$ cat src/ppid_pkg.sv
// ppid_pkg: shared widths, constants and types for the positional PID block.
// No dependencies; used by every module under src.
`timescale 1ns / 1ps

package ppid_pkg;

    localparam int GAIN_W    = 32;   // signed Q16.16 gains
    localparam int CAP_W     = 16;   // integral cap, dead zone, error cutoff
    localparam int OCAP_W    = 15;   // output cap
    localparam int DRIVE_W   = 16;   // result word
    localparam int PROD_W    = 63;   // saturated product, +/-2^61 fits
    localparam int CFG_IDX_W = 3;
    localparam int CFG_DAT_W = 32;

    localparam logic signed [63:0] PROD_LIMIT = 64'sd2305843009213693952; // 2^61

    typedef enum logic [CFG_IDX_W-1:0] {
        REG_GAIN_P       = 3'd0,
        REG_GAIN_I       = 3'd1,
        REG_GAIN_D       = 3'd2,
        REG_INTEGRAL_CAP = 3'd3,
        REG_OUTPUT_CAP   = 3'd4,
        REG_DEAD_ZONE    = 3'd5,
        REG_ERROR_CUTOFF = 3'd6
    } cfg_index_t;

    typedef struct packed {
        logic signed [GAIN_W-1:0] gain_p;
        logic signed [GAIN_W-1:0] gain_i;
        logic signed [GAIN_W-1:0] gain_d;
        logic [CAP_W-1:0]         integral_cap;
        logic [OCAP_W-1:0]        output_cap;
        logic [CAP_W-1:0]         dead_zone;
        logic [CAP_W-1:0]         error_cutoff;
    } pid_cfg_t;

endpackage

$ cat src/ppid_mul_sat.sv
// ppid_mul_sat: signed gain times operand, saturated to +/-2^61.
// Depends on ppid_pkg.
`timescale 1ns / 1ps

module ppid_mul_sat #(
    parameter int OPW = 17
) (
    input  logic signed [ppid_pkg::GAIN_W-1:0] a,
    input  logic signed [OPW-1:0]              b,
    output logic signed [ppid_pkg::PROD_W-1:0] y
);
    localparam int PW = ppid_pkg::GAIN_W + OPW;
    localparam int XW = (PW > ppid_pkg::PROD_W) ? PW : ppid_pkg::PROD_W;

    logic signed [PW-1:0] prod;
    logic signed [XW-1:0] prod_x;
    logic signed [XW-1:0] lim;

    always_comb
    begin
        prod   = PW'(a) * PW'(b);
        prod_x = XW'(prod);
        lim    = XW'(ppid_pkg::PROD_LIMIT);
        if (prod_x > lim)
            y = ppid_pkg::PROD_W'(lim);
        else if (prod_x < -lim)
            y = ppid_pkg::PROD_W'(-lim);
        else
            y = ppid_pkg::PROD_W'(prod_x);
    end

endmodule

$ cat src/ppid_core.sv
// ppid_core: error gating, P/I/D terms, clamps, and the integral and
// last-error state. Depends on ppid_pkg and ppid_mul_sat.
`timescale 1ns / 1ps

module ppid_core #(
    parameter int SAMPLE_WIDTH   = 16,
    parameter int GAIN_FRAC_BITS = 16
) (
    input  logic                                clk,
    input  logic                                rst_n,
    input  logic                                fire,
    input  logic signed [SAMPLE_WIDTH-1:0]      measured,
    input  logic signed [SAMPLE_WIDTH-1:0]      target,
    input  ppid_pkg::pid_cfg_t                  cfg,
    output logic signed [ppid_pkg::DRIVE_W-1:0] drive
);
    localparam int EW   = SAMPLE_WIDTH + 1;
    localparam int DW   = EW + 1;
    localparam int CW   = (EW > ppid_pkg::CAP_W) ? EW : ppid_pkg::CAP_W;
    localparam int IAW  = ppid_pkg::CAP_W + GAIN_FRAC_BITS + 2;
    localparam int ISW  = ppid_pkg::PROD_W + 1;
    localparam int SUMW = ppid_pkg::PROD_W + 2;

    logic signed [IAW-1:0] integral_reg;
    logic signed [IAW-1:0] integral_next;
    logic signed [EW-1:0]  prev_err_reg;

    logic signed [EW-1:0]  err;
    logic [CW-1:0]         err_mag;
    logic signed [DW-1:0]  err_diff;
    logic                  gated;

    logic signed [ppid_pkg::PROD_W-1:0] p_term;
    logic signed [ppid_pkg::PROD_W-1:0] i_step;
    logic signed [ppid_pkg::PROD_W-1:0] d_term;

    logic signed [ISW-1:0]  isum;
    logic signed [ISW-1:0]  icap;
    logic signed [SUMW-1:0] total;
    logic signed [SUMW-1:0] shifted;
    logic signed [SUMW-1:0] ocap;

    always_comb
    begin
        err      = EW'(target) - EW'(measured);
        err_mag  = err[EW-1] ? CW'(-err) : CW'(err);
        err_diff = DW'(err) - DW'(prev_err_reg);
        gated    = ((cfg.error_cutoff != '0) && (err_mag > CW'(cfg.error_cutoff))) ||
                   ((cfg.dead_zone != '0) && (err_mag < CW'(cfg.dead_zone)));
    end

    ppid_mul_sat #(.OPW(EW)) u_mul_p (.a(cfg.gain_p), .b(err),      .y(p_term));
    ppid_mul_sat #(.OPW(EW)) u_mul_i (.a(cfg.gain_i), .b(err),      .y(i_step));
    ppid_mul_sat #(.OPW(DW)) u_mul_d (.a(cfg.gain_d), .b(err_diff), .y(d_term));

    always_comb
    begin
        // integral clamp to +/- (cap << frac)
        icap = $signed({{(ISW - ppid_pkg::CAP_W){1'b0}}, cfg.integral_cap}) <<< GAIN_FRAC_BITS;
        isum = ISW'(integral_reg) + ISW'(i_step);
        if (isum > icap)
            integral_next = IAW'(icap);
        else if (isum < -icap)
            integral_next = IAW'(-icap);
        else
            integral_next = IAW'(isum);

        total   = SUMW'(p_term) + SUMW'(integral_next) + SUMW'(d_term);
        shifted = total >>> GAIN_FRAC_BITS;
        ocap    = $signed({{(SUMW - ppid_pkg::OCAP_W){1'b0}}, cfg.output_cap});
        if (gated)
            drive = '0;
        else if (shifted > ocap)
            drive = ppid_pkg::DRIVE_W'(ocap);
        else if (shifted < -ocap)
            drive = ppid_pkg::DRIVE_W'(-ocap);
        else
            drive = ppid_pkg::DRIVE_W'(shifted);
    end

    always_ff @(posedge clk or negedge rst_n)
    begin
        if (!rst_n)
        begin
            integral_reg <= '0;
            prev_err_reg <= '0;
        end
        else if (fire && !gated)
        begin
            integral_reg <= integral_next;
            prev_err_reg <= err;
        end
    end

endmodule

$ cat config.mk
export PLATFORM = sky130hd
export DESIGN_NAME = ppid_core
export DESIGN_NICKNAME = d
export VERILOG_FILES = /design/src/ppid_pkg.sv /design/src/ppid_mul_sat.sv /design/src/ppid_core.sv
export SDC_FILE = /design/constraint.sdc
export NUM_CORES = 2
export LEC_CHECK = 0
export BUFFER_PORTS_ARGS = -buffer_cell sky130_fd_sc_hd__buf_2
export CORE_ASPECT_RATIO = 1.5
export CORE_UTILIZATION = 45
export CTS_CLUSTER_SIZE = 10
export DETAILED_ROUTE_END_ITERATION = 12
export GPL_TIMING_DRIVEN = 0
export SYNTH_ARGS = -nofsm -noshare
export SYNTH_HDL_FRONTEND = slang
export SYNTH_SLANG_ARGS = --single-unit
$ cat constraint.sdc
create_clock -name clk -period 21.6 [get_ports clk]
set_clock_uncertainty 0.1 [all_clocks]
set_input_delay 2.16 -clock clk [delete_from_list [all_inputs] [get_ports clk]]
set_output_delay 2.16 -clock clk [all_outputs]
set_load 0.05 [all_outputs]
==> impl_metrics.py <==
metrics = {
    "worst_setup_path": {
        "startpoint_type": "input port",
        "reg2reg_slack_ns": 13.71,
        "cpMostUsedCell": "fa_1",
        "rr_worst_depth": 27,
        "cp.required_ns": 19.34,
        "r2r_start": "integral_reg[1]$_DFFE_PN0P_",
        "r2r-end": "integral_reg[10]$_DFFE_PN0P_",
        "endpoint_kind": "primary output",
        "path_max_fanout": 8,
        "slowest_stage": "or4_4",
        "critical_path_class": "in -> out",
        "crit_arrival_ns": 21.64,
        "cp_slowest_stage_delay_ns": 0.62,
    },
    "placement": {
        "port_buffers": 181,
        "gp_congestion": 0.9862,
        "dp.final_hpwl_mm": 224.7,
    },
    "floorplan": {
        "die_h_um": 495.0,
        "fp.dieW_um": 330.7,
        "core-area_sq_um": 160600,
        "start_util_pct": 45.42,
        "ioPinCount": 210,
        "rows": 180,
        "die_area_sq_um": 163700,
    },
    "logic_synthesis": {
        "yosys_warnings": 0,
        "syn-instance-count": 8514,
        "synthFlopType": "dfrtp_1",
        "seq_area_frac_synth_pct": 1.750,
        "synth-seq-cells": 51,
        "async_reset_ff_share_pct": 100.0,
        "synth_cell_types": 85,
        "synth_area_per_cell_sq_um": 8.566,
        "synth_area_sq_um": 72930,
        "synth_edf_count": 0,
        "synth_fp_nets": 11020,
    },
    "grt": {
        "overflow": 0,
        "grt_pass1_vias": 66250,
        "grt_first_pass_wirelength_mm": 398.4,
        "grt_use_total_pct": 32.79,
        "grt_max_degree": 52,
        "antenna_found_initial": 28,
    },
    "worst_hold_path": {
        "hp-class": "reg -> reg",
        "min_to": "integral_reg[21]$_DFFE_PN0P_",
        "hold_start": "integral_reg[21]$_DFFE_PN0P_",
        "min_path_cells": 2,
    },
    "route": {
        "dr.first_iter.drc_count": 3852,
        "via_per_inst": 5.547,
        "drc_errors": 0,
        "first_pass_iters": 6,
        "vias": 60830,
        "ant_nets": 0,
        "drt-total-wl_mm": 263.1,
        "routedWlPerCell_um": 23.99,
    },
    "timing": {
        "timing.fmax_ghz": 0.04185,
        "fin_ws_ns": -2.297,
        "finalCritPeriodShare_pct": 110.6,
        "tightest_slew_ns": 1.376,
        "maxSlewViolCount": 0,
        "hold_ws_ns": 0.3966,
        "rsz0062_at_grt": "true",
        "min_period_ns": 23.90,
        "hold_viol_final": 0,
        "relSlewSlack_pct": 8.286,
        "setup_viol": 16,
    },
    "layout": {
        "mostFrequentLayoutCells": "1,828 x inv_1, 1,645 x fa_1, 1,183 x nand2_1",
        "fillers": 15630,
        "largest_reg_flops": 34,
        "nets": 11360,
        "final_common_cell": "inv_1",
        "area_growth_pct": 11.13,
        "drive_above_1_share_pct": 9.394,
    },
    "clock_network": {
        "cts-root-buf": "clkbuf_16",
        "cts_sinks": 51,
        "clock_path_buffers": 2,
        "cts_hold_buffers": 0,
        "cts_tree": "yes",
        "path_clk_slew_ns": 0.07,
        "cts_made_buffers": 5,
        "clk_latency_ns": 0.32,
        "h-tree-depth": 2,
    },
    "outcome": {
        "status": "finished, violations left",
        "violations": "negative setup slack",
    },
    "run": {
        "max_cap_viol_count": 0,
    },
}
-- cell usage after synthesis, drive strengths merged (11+ instances only) --
master	instances	share of area [%]
a21o	149	1.5
o31ai	23	0.25
nand2	1201	6.2
o21ai	237	1.6
o21a	33	0.34
nor4	43	0.39
nor3	71	0.49
fa	1647	45
a31o	33	0.40
and2	457	3.9
nand4	74	0.63
a211oi	43	0.46
a211o	12	0.14
a31oi	25	0.21
inv	1842	9.5
clkbuf	344	1.8
and3	36	0.31
o22ai	11	0.10
a221oi	12	0.14
nor2	218	1.1
nand3	53	0.36
buf	37	0.23
ha	661	11
xnor2	195	2.3
xor2	82	0.98
mux2i	20	0.27
dfrtp	51	1.7
o211ai	18	0.19
or3	28	0.24
a21oi	299	2.1
o21bai	50	0.51
nand2b	134	1.1
or2	24	0.21
nor2b	185	1.6
a2111oi	15	0.18
-- worst max-delay path, delay by kind of cell --
kind / cells / cell delay (ns)
and+or+nand+nor: 28 / 6.89
xor gates and xnor gates: 3 / 0.85
AOI/OAI and AO/OA: 19 / 4.08
buffers and inverters: 15 / 1.95
muxes: 1 / 0.35
adders and majority gates: 13 / 5.29
-- per-stage QoR --
stage	util [%]	instance area, sq um	setup WS (ns)	TNS, ns	cells
finish	50.47	81050	-2.297	-35.14	10970
global route	50.45	81020	-2.741	-42.44	10950
CTS	49.84	80040	-1.965	-30.17	10890
detailed placement	47.98	77040	-6.455	-101.34	10790
global placement	47.95	76990	-6.452	-101.25	10790
floorplan	-	73470	-0.02983	-0.07824	8514
-- layer usage --
metal	GRT usage [%]	vias to the layer above	wire, um
met5	0	-	126
met4	21.79	18	22570
met3	4.176	704	15770
met2	57.81	2191	132000
met1	36.80	31100	92640
li1	-	26820	-
-- cell type report --
| class | instances | area, sq um | share of cell area (%) |
|---|---|---|---|
| repair buffers | 359 | 2556 | 3.154 |
| diodes | 17 | 42.54 | 0.05249 |
| plain buffers | 357 | 1916 | 2.364 |
| flip-flops and latches | 51 | 1276 | 1.575 |
| well taps | 2093 | 2619 | 3.231 |
| inverters | 1843 | 6932 | 8.553 |
| multi-input cells | 6240 | 65560 | 80.89 |
| clock buffers | 6 | 138.9 | 0.1714 |
| clock inverters | 1 | 8.758 | 0.01081 |
-- logic make-up after synthesis --
logic type	count (synthesis)	share of synthesized area [%]
simple gates	2565	17.06
fa+ha+maj	2308	56.55
buf+inv	2224	11.48
compound gates	1060	9.416
xor+xnor	277	3.327
flops	51	1.750
mux	29	0.4135
-- worst max-delay path by stage --
stage | from | end | slack (ns) | depth (start not counted)
after floorplan | measured[1] | drive[9] | -0.03 | 79
after global placement | measured[3] | drive[5] | -6.45 | 81
after detailed placement | measured[3] | drive[5] | -6.46 | 83
after CTS | target[1] | drive[6] | -1.96 | 84
after global routing | measured[1] | drive[2] | -2.74 | 83
final | target[1] | drive[6] | -2.30 | 79
-- timing repair --
item | CTS | global route
cloned | 2 | 2
pin swaps | 87 | 106
buffers inserted | 109 | 63
endpoints found under the hold margin | 0 | 0
gates resized for setup | 451 | 152
setup endpoints to repair | 16 | 16
Power is not shown: default switching activity piles up to over one toggle a cycle in this logic, so the estimate is an artifact.
